<file path="src/rtl/cplt_pkg.sv">
// Shared constants, codes and control bundles for the piecewise-linear lookup.
package cplt_pkg;

  localparam int XW              = 24;
  localparam int YW              = 24;
  localparam int CNT_W           = 7;
  localparam int IDX_W           = 6;
  localparam int FRAC_W          = 16;
  localparam int DIV_STEPS       = FRAC_W;
  localparam int DEF_TABLE_DEPTH = 64;

  localparam logic [CNT_W-1:0] CNT_RESET = CNT_W'(2);

  localparam logic CMD_WRITE = 1'b0;
  localparam logic CMD_QUERY = 1'b1;

  typedef struct packed {
    logic wr;         // store the accepted entry
    logic start;      // latch the query, read entry zero
    logic take_lo;    // entry zero on read data, read last entry
    logic take_hi;    // last entry on read data, read entry one
    logic pick_lo;    // answer is the first y
    logic pick_hi;    // answer is the last y
    logic scan_step;  // advance to the next breakpoint
    logic scan_stop;  // segment found, capture operands
    logic div_init;   // first quotient bit and y difference
    logic div_step;   // one restoring division step
    logic mul;        // weight times y difference
    logic add;        // apply step to lower y
    logic load_out;   // clamp and load output register
  } cplt_cmd_t;

  typedef struct packed {
    logic at_lo;
    logic at_hi;
    logic scan_done;
    logic div_done;
    logic out_free;
  } cplt_status_t;

endpackage

</file>
<file path="src/rtl/cplt_ctrl.sv">
// Sequencing state machine for table writes and lookup queries.
module cplt_ctrl (
  input  logic                   clk,
  input  logic                   rst,
  input  logic                   in_valid,
  input  logic                   cmd,
  output logic                   in_stall,
  input  cplt_pkg::cplt_status_t status,
  output cplt_pkg::cplt_cmd_t    ctl
);

  typedef enum logic [9:0] {
    ST_IDLE = 10'b0000000001,
    ST_LO   = 10'b0000000010,
    ST_HI   = 10'b0000000100,
    ST_CHK  = 10'b0000001000,
    ST_SCAN = 10'b0000010000,
    ST_DIV0 = 10'b0000100000,
    ST_DIV  = 10'b0001000000,
    ST_MUL  = 10'b0010000000,
    ST_ADD  = 10'b0100000000,
    ST_DONE = 10'b1000000000
  } state_t;

  state_t state, state_next;
  logic   take_item;

  assign in_stall  = (state != ST_IDLE);
  assign take_item = in_valid && !in_stall;

  always_ff @(posedge clk) begin
    if (rst) begin
      state <= ST_IDLE;
    end else begin
      state <= state_next;
    end
  end

  always_comb begin
    state_next = state;
    ctl        = '0;
    unique case (state)
      ST_IDLE: begin
        if (take_item) begin
          if (cmd == cplt_pkg::CMD_QUERY) begin
            ctl.start  = 1'b1;
            state_next = ST_LO;
          end else begin
            ctl.wr = 1'b1;
          end
        end
      end
      ST_LO: begin
        ctl.take_lo = 1'b1;
        state_next  = ST_HI;
      end
      ST_HI: begin
        ctl.take_hi = 1'b1;
        state_next  = ST_CHK;
      end
      ST_CHK: begin
        if (status.at_lo) begin
          ctl.pick_lo = 1'b1;
          state_next  = ST_DONE;
        end else if (status.at_hi) begin
          ctl.pick_hi = 1'b1;
          state_next  = ST_DONE;
        end else begin
          state_next = ST_SCAN;
        end
      end
      ST_SCAN: begin
        if (status.scan_done) begin
          ctl.scan_stop = 1'b1;
          state_next    = ST_DIV0;
        end else begin
          ctl.scan_step = 1'b1;
        end
      end
      ST_DIV0: begin
        ctl.div_init = 1'b1;
        state_next   = ST_DIV;
      end
      ST_DIV: begin
        ctl.div_step = 1'b1;
        if (status.div_done) begin
          state_next = ST_MUL;
        end
      end
      ST_MUL: begin
        ctl.mul    = 1'b1;
        state_next = ST_ADD;
      end
      ST_ADD: begin
        ctl.add    = 1'b1;
        state_next = ST_DONE;
      end
      ST_DONE: begin
        // hold the answer until the output register can take it
        if (status.out_free) begin
          ctl.load_out = 1'b1;
          state_next   = ST_IDLE;
        end
      end
      default: state_next = ST_IDLE;
    endcase
  end

  a_no_overwrite: assert property (@(posedge clk) disable iff (rst)
    ctl.load_out |-> status.out_free)
    else $error("result loaded while output item still waiting");

  a_query_blocks: assert property (@(posedge clk) disable iff (rst)
    (take_item && cmd == cplt_pkg::CMD_QUERY) |=> in_stall)
    else $error("input taken while a query is in progress");

  a_state_onehot: assert property (@(posedge clk) disable iff (rst)
    $onehot(state))
    else $error("controller state lost its one-hot code");

endmodule

</file>
<file path="config.mk">
export PLATFORM = sky130hd
export DESIGN_NAME = cplt_ctrl
export DESIGN_NICKNAME = d
export VERILOG_FILES = /design/src/rtl/cplt_pkg.sv /design/src/rtl/cplt_ctrl.sv
export SDC_FILE = /design/constraint.sdc
export NUM_CORES = 1
export LEC_CHECK = 0
export BUFFER_PORTS_ARGS = -buffer_cell sky130_fd_sc_hd__buf_2
export CAP_MARGIN = 30
export CORE_MARGIN = 2
export CORE_UTILIZATION = 44
export DETAILED_ROUTE_END_ITERATION = 16
export GPL_TIMING_DRIVEN = 0
export PLACE_DENSITY = 0.79
export SLEW_MARGIN = 15
export SYNTH_ARGS = -nofsm -noshare
export SYNTH_HDL_FRONTEND = slang
export SYNTH_SLANG_ARGS = --single-unit
</file>
<file path="constraint.sdc">
create_clock -name clk -period 1.6 [get_ports clk]
set_input_delay 0.24 -clock clk [delete_from_list [all_inputs] [get_ports clk]]
set_output_delay 0.24 -clock clk [all_outputs]
set_load 0.01 [all_outputs]
</file>
==> summary.md <==
| Metric | Value |
|---|---|
| Area Growth Syn to Fin | 64.8% |
| Highest clock rate | between 500 and 600 MHz |
| Status | complete, but fails checks |
| Overall power | approximately 1.2 mW |
| Min-delay worst type | input port to flop |
| Avg Inst Size Synth | slightly above 8 um^2 |
| Clock Skew | about 1.5 ps |
| Post-synth top flop | dfxtp_1 |
| Hold Violations, Final | 0 |
| Peak VDD IR | 0.967 mV |
| Number of global-route vias before repair | 811 |
| Post-DR vias/cell | about 5.8 |
| Net count after synthesis | slightly below 100 |
| HPWL after DPL | about 1400 um |
| Most flops, register | state |
| CP Capture Type | output port |
| Max FO, Critical Path | 3 |
| Min cycle time layout | about 1800 ps |
| Filler cell count | a little over 100 |
| Crit path kind | flop to output port |
| Initial antenna violation count | 0 |
| Seq/Total Area, Yosys | a little over a quarter |
| Largest register FFs | 10 |
| Largest registers | state: 10 flops |
| Worst endpoint data arrival time | 1600 ps |
| Slew margin rel. | 71.8% |
| MaxCap Viol Count | 0 |
| Synth async-reset ratio | 0% |
| Least-Margin Pin Slew | between 400 and 500 ps |
| Die area | between 0.002 and 0.0025 mm^2 |
| Pre-CTS setup slack | -161 ps |
| Ports | 23 |
| Router iterations before antenna repair | 5 |
| H-tree depth | 1 |
| Synth Register Bits | 10 |
| Final Worst Setup Slack | -244 ps |
| Layout cells sized above 1 | between 60% and 70% |
| RSZ-0062 raised after global routing | yes |
| Rows | 14 |
| Sinks on Clock Net | 10 |
| Setup violators final | 22 |
| YS warnings | 0 |
| Critical Path Source Type | flop |
| Clk slew on worst S/H paths | roughly 60 ps |
| Clk_lat worst skew | between 200 and 300 ps |
| Leak pwr | between 0.5 and 0.6 nW |
| CORE AREA | between 0.0015 and 0.002 mm^2 |
| Routed wire length | 2480 um |
| Drt wl/cell | between 15 and 20 um |
| Largest net degree at the start of global routing | 11 |
| Fin nets | roughly 140 |
| Vias | 860 |
| Routability cong. | between 0.8 and 0.9 |
| Overall die height | ~45 um |
| Port Buffers | 22 |
| Pwr Density | around 950 mW/mm^2 |
| Max-slew violation count | 0 |
| Mapped Area | about 740 um^2 |
| Final ANT Viol Nets | 0 |
| First-pass GRT wire length | ~3600 um |
| Yosys cell types | 39 |
| Violated checks | negative setup slack |
| Post-synth EDFFs | 0 |
| CTS Buf Count | 3 |
| Remaining DRCs | 0 |
| Final setup TNS | -2900 ps |
| CTS max path bufs | 2 |
| Total GRT Usage | approximately a quarter |
| CTS tree | built |
| Required @ worst endpoint | ~1400 ps |
| Grt total ovfl | 0 |
| CTS Root Cell | clkbuf_4 |
| Hold buffers post-CTS | 0 |
| Initial Util | between 40% and 50% |
| Die width | ~45 um |
| Iteration-0 DRC Markers | 21 |
| Cells after Synth | 90 |
| N_diodes | 0 |
| Tcrit/Tclk final | 115% |
==> synthesized netlist by cell type, types with 2 or more instances <==
library cell	count	area [um^2]
nand2_1	6	22.5
dfxtp_1	10	200
nor3_1	3	15.0
nor2_1	16	60.1
o21ai_1	3	15.0
o31ai_1	2	15.0
xor2_1	2	17.5
a211oi_1	2	15.0
nor4b_1	6	52.6
and4b_1	2	20.0
nand3_1	2	10.0
nor3b_1	3	22.5
a21oi_1	2	10.0
and2_1	2	12.5
o21ai_0	2	10.0
inv_1	3	11.3
buf_2	2	10.0
==> per-layer routing <==
layer	wire length, um	global-route usage [%]	part of all wire [%]	vias to the layer above
li1	-	-	-	416
met1	1070	32.5	43	408
met2	1240	40.0	50	29
met3	101	1.20	4.1	7
met4	71	14.7	2.9	0
met5	0	0	0	-
==> path summary, 6_finish.rpt <==
check / cells after the start / slack [ps] / startpoint / endpoint
min reg2reg: 3 / 610 / state[3] / state[3]
max reg2reg: 6 / -150 / state[6] / state[0]
max: 5 / -240 / state[6] / ctl[7]
min: 2 / 230 / rst / state[2]
==> cells by family after synthesis <==
logic type	after synthesis	share of synthesized area, %
AND/OR/NAND/NOR	55	49.7
AO/OA/AOI/OAI	16	15.8
flip-flops	10	27.2
buffers and inverters	7	4.93
XOR/XNOR	2	2.38
==> placed cells by master, fill, tap and decap left out, types with 2 or more instances in the layout <==
cell type | Yosys | layout
nor3_1 | 3 | 2
nor2_4 | 1 | 4
clkbuf_4 | 0 | 4
a21oi_1 | 2 | 2
nor4_4 | 1 | 2
buf_6 | 1 | 6
o31ai_1 | 2 | 2
o21ai_1 | 3 | 3
nand2_1 | 6 | 3
nor3b_1 | 3 | 2
dfxtp_4 | 0 | 6
o21ai_0 | 2 | 2
nor2_2 | 0 | 5
buf_2 | 2 | 21
buf_4 | 0 | 15
a211oi_1 | 2 | 2
nor4b_2 | 0 | 4
xor2_1 | 2 | 2
and2_4 | 0 | 2
and4b_1 | 2 | 2
nor2_1 | 16 | 8
dfxtp_1 | 10 | 4
nand3_2 | 0 | 2
nor3_4 | 0 | 2
inv_1 | 3 | 3
nand2_2 | 0 | 2
==> power breakdown <==
| part | switching (mW) | internal (mW) | total [mW] |
|---|---|---|---|
| Combinational | 0.324 | 0.341 | 0.666 |
| Sequential | 0.0375 | 0.278 | 0.316 |
| Clock | 0.0842 | 0.0869 | 0.171 |
==> timing repair <==
action                     4_1_cts  5_1_grt
buffers inserted                12        8
gates cloned                     0        0
gates resized for setup         27       24
pin swaps                        9        9
setup endpoints to repair       21       22
==> critical path, stage by stage (launching register included) <==
cell,delay [ps]
dfxtp_4,360
nor4_4,400
nand2_2,140
nor2_4,160
and3b_1,160
buf_2,120
==> layout make-up <==
class / instances / area (um^2) / share of cell area, %
Sequential cell: 10 / 223 / 18.4
Clock buffer: 3 / 22.5 / 1.86
Inverter: 4 / 15.0 / 1.24
Multi-Input combinational cell: 73 / 639 / 52.7
Buffer: 3 / 23.8 / 1.96
Tap cell: 16 / 20.0 / 1.65
Timing Repair Buffer: 40 / 269 / 22.2
==> through the flow <==
step                      hold WS, ps  area, um^2  instances  util (%)
after detailed placement          507         866        128      56.2
after CTS                         209        1060        143      69.0
final                             233        1210        149      78.7
after global routing              246        1210        149      78.7
after global placement            500         866        128      56.2
after floorplan                   309         736         90         -
Power figures use the tool's default switching activity.
