`config.mk`:
```
export PLATFORM = sky130hd
export DESIGN_NAME = cplt_dp
export DESIGN_NICKNAME = d
export VERILOG_FILES = /design/src/rtl/cplt_pkg.sv /design/src/rtl/cplt_ram.sv /design/src/rtl/cplt_dp.sv
export SDC_FILE = /design/constraint.sdc
export NUM_CORES = 2
export LEC_CHECK = 0
export BUFFER_PORTS_ARGS = -buffer_cell sky130_fd_sc_hd__buf_4
export CELL_PAD_IN_SITES_DETAIL_PLACEMENT = 1
export CELL_PAD_IN_SITES_GLOBAL_PLACEMENT = 2
export CORE_UTILIZATION = 45
export DETAILED_ROUTE_END_ITERATION = 7
export GPL_TIMING_DRIVEN = 0
export PLACE_DENSITY = 0.83
export SLEW_MARGIN = 20
export SYNTH_ARGS = -nofsm -noshare
export SYNTH_HDL_FRONTEND = slang
export SYNTH_SLANG_ARGS = --single-unit
```
`constraint.sdc`:
```
create_clock -name clk -period 17.9 [get_ports clk]
set_input_delay 3.58 -clock clk [delete_from_list [all_inputs] [get_ports clk]]
set_output_delay 3.58 -clock clk [all_outputs]
set_load 0.02 [all_outputs]
```
`src/rtl/cplt_pkg.sv`:
```
// Shared constants, codes and control bundles for the piecewise-linear lookup.
package cplt_pkg;

  localparam int XW              = 24;
  localparam int YW              = 24;
  localparam int CNT_W           = 7;
  localparam int IDX_W           = 6;
  localparam int FRAC_W          = 16;
  localparam int DIV_STEPS       = FRAC_W;
  localparam int DEF_TABLE_DEPTH = 64;

  localparam logic [CNT_W-1:0] CNT_RESET = CNT_W'(2);

  localparam logic CMD_WRITE = 1'b0;
  localparam logic CMD_QUERY = 1'b1;

  typedef struct packed {
    logic wr;         // store the accepted entry
    logic start;      // latch the query, read entry zero
    logic take_lo;    // entry zero on read data, read last entry
    logic take_hi;    // last entry on read data, read entry one
    logic pick_lo;    // answer is the first y
    logic pick_hi;    // answer is the last y
    logic scan_step;  // advance to the next breakpoint
    logic scan_stop;  // segment found, capture operands
    logic div_init;   // first quotient bit and y difference
    logic div_step;   // one restoring division step
    logic mul;        // weight times y difference
    logic add;        // apply step to lower y
    logic load_out;   // clamp and load output register
  } cplt_cmd_t;

  typedef struct packed {
    logic at_lo;
    logic at_hi;
    logic scan_done;
    logic div_done;
    logic out_free;
  } cplt_status_t;

endpackage

```
`src/rtl/cplt_ram.sv`:
```
// Generic single-write, single-read RAM with registered read data.
module cplt_ram #(
  parameter int WIDTH = 48,
  parameter int DEPTH = 64
) (
  input  logic                     clk,
  input  logic                     we,
  input  logic [$clog2(DEPTH)-1:0] waddr,
  input  logic [WIDTH-1:0]         wdata,
  input  logic                     re,
  input  logic [$clog2(DEPTH)-1:0] raddr,
  output logic [WIDTH-1:0]         rdata
);

  logic [WIDTH-1:0] mem [DEPTH];

  always_ff @(posedge clk) begin
    if (we) begin
      mem[waddr] <= wdata;
    end
    if (re) begin
      rdata <= mem[raddr];
    end
  end

endmodule

```
`src/rtl/cplt_dp.sv`:
```
// Breakpoint table, scan registers, divider, multiplier and output register.
module cplt_dp #(
  parameter int TABLE_DEPTH = cplt_pkg::DEF_TABLE_DEPTH
) (
  input  logic                         clk,
  input  logic                         rst,
  input  cplt_pkg::cplt_cmd_t          ctl,
  output cplt_pkg::cplt_status_t       status,
  input  logic [cplt_pkg::IDX_W-1:0]   entry_index,
  input  logic [cplt_pkg::XW-1:0]      entry_x,
  input  logic [cplt_pkg::YW-1:0]      entry_y,
  input  logic [cplt_pkg::XW-1:0]      query_interval,
  input  logic                         cfg_write,
  input  logic [cplt_pkg::CNT_W-1:0]   cfg_data,
  output logic                         out_valid,
  input  logic                         out_stall,
  output logic [cplt_pkg::YW-1:0]      velocity
);

  localparam int XW   = cplt_pkg::XW;
  localparam int YW   = cplt_pkg::YW;
  localparam int FW   = cplt_pkg::FRAC_W;
  localparam int AW   = $clog2(TABLE_DEPTH);
  localparam int NW   = (AW + 1 > cplt_pkg::CNT_W) ? AW + 1 : cplt_pkg::CNT_W;
  localparam int DCW  = $clog2(cplt_pkg::DIV_STEPS);
  localparam int PW   = FW + 1 + YW;

  logic [cplt_pkg::CNT_W-1:0] entries_in_use;
  logic [NW-1:0]              n_raw, n_used;
  logic [AW-1:0]              last;

  logic                       ram_we, ram_re;
  logic [AW-1:0]              ram_raddr;
  logic [XW+YW-1:0]           ram_rdata;
  logic [XW-1:0]              rd_x;
  logic [YW-1:0]              rd_y;

  logic [XW-1:0]              xq, lo_x, hi_x, prev_x, num, den, rem;
  logic [YW-1:0]              lo_y, hi_y, prev_y, y0, y1, dy, res;
  logic [AW-1:0]              didx;
  logic                       dir, q16;
  logic [FW-1:0]              quo;
  logic [DCW-1:0]             div_cnt;
  logic [XW:0]                rem2;
  logic [PW-1:0]              prod;
  logic [YW:0]                step;
  logic [YW-1:0]              clamp_lo, clamp_out;

  // effective count: at least two, at most the table depth
  always_comb begin
    n_raw = NW'(entries_in_use);
    if (n_raw < NW'(2)) begin
      n_used = NW'(2);
    end else if (n_raw > NW'(TABLE_DEPTH)) begin
      n_used = NW'(TABLE_DEPTH);
    end else begin
      n_used = n_raw;
    end
    last = AW'(n_used - NW'(1));
  end

  assign ram_we = ctl.wr && (int'(entry_index) < TABLE_DEPTH);
  assign ram_re = ctl.start || ctl.take_lo || ctl.take_hi || ctl.scan_step;

  always_comb begin
    ram_raddr = '0;
    if (ctl.take_lo) begin
      ram_raddr = last;
    end else if (ctl.take_hi) begin
      ram_raddr = AW'(1);
    end else if (ctl.scan_step) begin
      ram_raddr = didx + AW'(1);
    end
  end

  cplt_ram #(
    .WIDTH (XW + YW),
    .DEPTH (TABLE_DEPTH)
  ) u_table (
    .clk   (clk),
    .we    (ram_we),
    .waddr (AW'(entry_index)),
    .wdata ({entry_x, entry_y}),
    .re    (ram_re),
    .raddr (ram_raddr),
    .rdata (ram_rdata)
  );

  assign rd_x = ram_rdata[XW+YW-1:YW];
  assign rd_y = ram_rdata[YW-1:0];

  assign rem2 = {rem, 1'b0};
  assign step = prod[PW-1:FW];

  assign status.at_lo     = (xq <= lo_x);
  assign status.at_hi     = (xq >= hi_x);
  assign status.scan_done = (didx == last) || (xq <= rd_x);
  assign status.div_done  = (div_cnt == DCW'(cplt_pkg::DIV_STEPS - 1));
  assign status.out_free  = !out_valid || !out_stall;

  always_comb begin
    clamp_lo  = (res < lo_y) ? lo_y : res;
    clamp_out = (clamp_lo > hi_y) ? hi_y : clamp_lo;
  end

  always_ff @(posedge clk) begin
    if (rst) begin
      entries_in_use <= cplt_pkg::CNT_RESET;
      out_valid      <= 1'b0;
    end else begin
      if (cfg_write) begin
        entries_in_use <= cfg_data;
      end
      if (ctl.load_out) begin
        out_valid <= 1'b1;
      end else if (!out_stall) begin
        out_valid <= 1'b0;
      end
    end
  end

  always_ff @(posedge clk) begin
    if (ctl.start) begin
      xq <= query_interval;
    end
    if (ctl.take_lo) begin
      lo_x   <= rd_x;
      lo_y   <= rd_y;
      prev_x <= rd_x;
      prev_y <= rd_y;
      if (xq < rd_x) begin
        xq <= rd_x;
      end
    end
    if (ctl.take_hi) begin
      hi_x <= rd_x;
      hi_y <= rd_y;
      didx <= AW'(1);
      if (xq > rd_x) begin
        xq <= rd_x;
      end
    end
    if (ctl.scan_step) begin
      prev_x <= rd_x;
      prev_y <= rd_y;
      didx   <= didx + AW'(1);
    end
    if (ctl.scan_stop) begin
      num <= xq - prev_x;
      den <= rd_x - prev_x;
      y0  <= prev_y;
      y1  <= rd_y;
    end
    if (ctl.div_init) begin
      // the weight reaches one only when the query sits on the upper breakpoint
      if (num >= den) begin
        q16 <= 1'b1;
        rem <= num - den;
      end else begin
        q16 <= 1'b0;
        rem <= num;
      end
      quo     <= '0;
      div_cnt <= '0;
      dir     <= (y1 < y0);
      dy      <= (y1 >= y0) ? (y1 - y0) : (y0 - y1);
    end
    if (ctl.div_step) begin
      if (rem2 >= {1'b0, den}) begin
        rem <= XW'(rem2 - {1'b0, den});
        quo <= {quo[FW-2:0], 1'b1};
      end else begin
        rem <= rem2[XW-1:0];
        quo <= {quo[FW-2:0], 1'b0};
      end
      div_cnt <= div_cnt + DCW'(1);
    end
    if (ctl.mul) begin
      prod <= PW'({q16, quo} * dy);
    end
    if (ctl.add) begin
      if (dir) begin
        res <= YW'({1'b0, y0} - step);
      end else begin
        res <= YW'({1'b0, y0} + step);
      end
    end
    if (ctl.pick_lo) begin
      res <= lo_y;
    end
    if (ctl.pick_hi) begin
      res <= hi_y;
    end
    if (ctl.load_out) begin
      velocity <= clamp_out;
    end
  end

  a_scan_bound: assert property (@(posedge clk) disable iff (rst)
    ctl.scan_step |-> (didx < last))
    else $error("scan ran past the last breakpoint in use");

  a_weight_range: assert property (@(posedge clk) disable iff (rst)
    ctl.div_init |-> (num <= den))
    else $error("query offset exceeds segment width");

  a_rem_range: assert property (@(posedge clk) disable iff (rst)
    ctl.div_step |-> (rem < den))
    else $error("division remainder out of range");

endmodule

```
==> metrics list <==
- The worst hold path belongs to the class flop to flop.
- Dividing the detail-routed wire length by the instance count gives about 29 um.
* Number of hold-slack violations in the final timing report: 0
- The clock drives roughly 3500 sinks.
- Worst Slack Setup Final: about 8.0 ns
- Internal power comes to 19.70 mW.
- With fillers left out, the area of the finished cells amounts to 184500 um^2.
- Of the cells placed in the final design, the portion with a size suffix greater than 1 is 0.07703.
- Instance count after placement with tap cells included: 18320
- Measured against its own limit, the worst slew margin works out to 0.1081.
* Synthesized flop and latch total: 3540
- Counting every net in the synthesized netlist gives 14130.
- The flow ran to the end, and the final reports show no timing, DRC or antenna violations.
- Max Clock Skew: 0.1148 ns
* CTS Root Cell: sky130_fd_sc_hd__clkbuf_16
- Largest stage delay, worst path: 0.91 ns
- Setup repair after global routing left no endpoint under its margin.
- Die height: 601.6 um
* Total core area: 356800 um^2
- Static timing analysis puts the maximum clock frequency at 101.3 MHz.
- In the synthesized netlist the dominant register cell turns out to be sky130_fd_sc_hd__edfxtp_1.
- # Max-Cap Violations: 0
- At the end of routability-driven placement, the weighted congestion stood at 0.9507.
- Overall die area: 361900 um^2
- Cell type group with the largest total delay on the critical path: buffers and inverters
* Detail Placement HPWL: 395400 um
- Register share of total power: 0.321
- H-tree levels: 5
- Counting I/O delays and the setup requirement, the final critical path takes ~10 ns.
- Entering global routing, the biggest net connects 97 pins.
- Vias in the first global route: 118200
- Filler instances: 36490
* Post-CTS resize count: 0
* Layout Area Growth over Synthesis: 14.07%
- The largest individual stage delay along the critical path comes from the cell sky130_fd_sc_hd__a311oi_1.
- For this design, the CTS-stage hold fixing added 0 buffers.
- At the worst endpoint, the arrival time is about 11 ns.
- Comb power frac: 0.441
* Switching power as a share of total power: 0.3969
* Unique cell type count in the Yosys netlist: 81
- Registers take about 110000 um^2.
- Global-route usage over all layers: 0.2988
- Count of flip-flops with a built-in enable after synthesis: 3508
- Data on the critical path is required at its endpoint by 18.59 ns.
- Startpoint class of the critical path: primary input
- Vias/cell: 5.903
- The count of buffers added on input and output ports is 120.
* Starting Density: 0.4534
- Routed Antenna Nets: 0
- Summed over all layers, the global routing overflow is 0.
* Sequential-to-total area share from yosys stat: 0.6552
* Clock transition at the register clock pins on the worst setup and hold paths after CTS: 0.06 ns
- Together, buffers and inverters on the worst path number 7.
* Initial antenna violation count: 40
- Leakage power: 67.24 nW
* Tcrit/Tclk final: 0.5516
* Worst slew pin tran: around 1.3 ns
* Worst-path maximum fanout: 50
* Final core area utilization: 0.5172
- Synth Instances: 13300
- The final max-slew violation count is 0.
- CTS buffer count: 380
- DR vias: 112300
* Number of warning messages in the yosys log: 0
- TritonCTS built the clock tree.
- Total power per unit cell area: 177.0 nW/um^2
- The critical path in this run is classified as primary input to flop.
- Number of DRC violations after detailed routing: 0
* Clk Latency, worst-skew pair: 1.02 ns
- Summed over all failing endpoints, the final setup total negative slack is 0 ns.
* Footprint of the multi-input gates: 50860 um^2
- # rows: 219
- Of the total power, the clock network draws 0.238.
- I/O pin count: 132
- Synth async-reset ratio: 0
* Final number of setup-violating endpoints: 0
- The die is ~600 um wide.
- Timing analysis after detailed placement gives a worst setup slack of between 7 and 8 ns.
- The routed design has 549600 um of wire.
- Number of buffers on the longest clock path: 4
- Once placement finished, the instance area stood at 172300 um^2.
- First-pass GRT wire length: between 700000 and 800000 um
- For this run, the detailed router's first-pass iteration total came to 7.
* Iteration-0 DRC count of the detailed router: 11740
- Mean area per synthesized cell: 12.17 um^2
- Net switching component of the power: 12.96 mW
* Category of the worst setup path capture point: flop
- VDD sags by at most ~0.54 mV.
- Filler-free cell count of the finished design: 19030
- The net count of the finished layout is 14780.
- The most numerous cell type found on the critical path is sky130_fd_sc_hd__buf_2.
- Setup repair bufs after CTS: 0
- Cells traversed along the worst timing path: buf_4 -> buf_2 -> inv_1 -> o21ai_2 -> buf_2 -> buf_2 -> buf_2 -> clkbuf_1 -> nand2_1 -> nand3_1 -> nand3_1 -> a311oi_1 -> a21oi_1 -> a21oi_1
- The synthesized netlist occupies a cell area of 161800 um^2.
==> cells in the mapped netlist, types with 61 or more instances <==
library cell               number  area [um^2]
sky130_fd_sc_hd__a211oi_1      92        690.7
sky130_fd_sc_hd__a21o_1        92        690.7
sky130_fd_sc_hd__a21oi_1      304         1521
sky130_fd_sc_hd__a311oi_1     481         4213
sky130_fd_sc_hd__a31oi_1      117        732.0
sky130_fd_sc_hd__and2_1       182         1139
sky130_fd_sc_hd__and3_1       213         1333
sky130_fd_sc_hd__buf_1         61        229.0
sky130_fd_sc_hd__buf_2        100        500.5
sky130_fd_sc_hd__clkbuf_1     629         2361
sky130_fd_sc_hd__edfxtp_1    3508       105300
sky130_fd_sc_hd__fa_1         333         6666
sky130_fd_sc_hd__ha_1         396         4955
sky130_fd_sc_hd__inv_1        651         2444
sky130_fd_sc_hd__mux2i_1       93        930.9
sky130_fd_sc_hd__nand2_1     3457        12980
sky130_fd_sc_hd__nand3_1     1576         7888
sky130_fd_sc_hd__nor2_1       221        829.6
sky130_fd_sc_hd__o21ai_0      117        585.6
sky130_fd_sc_hd__xnor2_1      123         1077
==> cell type report <==
type / instances / area share
flip-flops and latches: 3540 / 0.5743
diodes: 21 / 0.0002848
clock buffers: 474 / 0.05384
inverters: 653 / 0.01328
plain buffers: 793 / 0.01709
clock inverters: 213 / 0.01193
well taps: 4751 / 0.03221
repair buffers: 270 / 0.02141
multi-input cells: 8311 / 0.2756
==> cell families after synthesis <==
logic type / share of synthesized area
adders and majority gates: 0.07184
xor gates and xnor gates: 0.009367
and+or+nand+nor: 0.1585
buffers and inverters: 0.03442
muxes: 0.009374
DFF: 0.6552
AOI/OAI and AO/OA: 0.06131
==> state kept, by name (all words and copies together), names as in the netlist, 6 cells and up <==
name / cells
den: 24
didx: 6
dy: 24
entries_in_use: 7
hi_x: 24
hi_y: 24
lo_x: 24
lo_y: 24
num: 24
prev_x: 24
prev_y: 24
prod: 24
quo: 16
rem: 24
res: 24
u_table.mem: 3072
u_table.rdata: 48
velocity: 24
xq: 24
y0: 24
y1: 24
==> layout by cell type (no fill, tap or decap), drive strengths merged, types with 213 or more instances in the layout <==
cell type	count
fa	333
and3	213
ha	396
buf	434
a21oi	309
nand3	1576
a311oi	481
clkbuf	1103
nor2	221
edfxtp	3508
nand2	3458
inv	666
==> power by group through the flow <==
stage	clock network [mW]	registers (mW)	logic [mW]
2_1_floorplan	0	10.5	9.03
3_3_place_gp	0	10.6	13.9
3_5_place_dp	0	10.7	14.4
4_1_cts	7.85	10.5	14.5
5_1_grt	8.11	10.5	15.7
6_report	7.78	10.5	14.4
==> per-layer routing <==
| layer | track usage | up-vias | wire, um |
|---|---|---|---|
| met1 | 0.3926 | 57880 | 221900 |
| met2 | 0.4884 | 4362 | 258200 |
| met5 | 0.001057 | - | 116 |
| li1 | - | 49120 | - |
| met3 | 0.04082 | 931 | 39720 |
| met4 | 0.1491 | 14 | 29640 |
==> metrics by stage <==
stage	total power [mW]	hold slack [ns]
after floorplan	19.50	0.4003
after global placement	24.59	0.4003
after detailed placement	25.03	0.4052
after CTS	32.85	0.4152
after global routing	34.38	0.4224
final	32.66	0.4084
==> final timing paths <==
path | endpoint | from | slack [ns] | depth (start not counted)
worst max-delay path | u_table.rdata[12] | ctl[10] | 8.03 | 14
worst max register to register | prod[38] | dy[9] | 9.23 | 22
worst min-delay path | y0[11] | prev_y[11] | 0.41 | 0
worst min register to register | y0[11] | prev_y[11] | 0.41 | 0
Note: power is estimated with default switching activity, not from simulation.
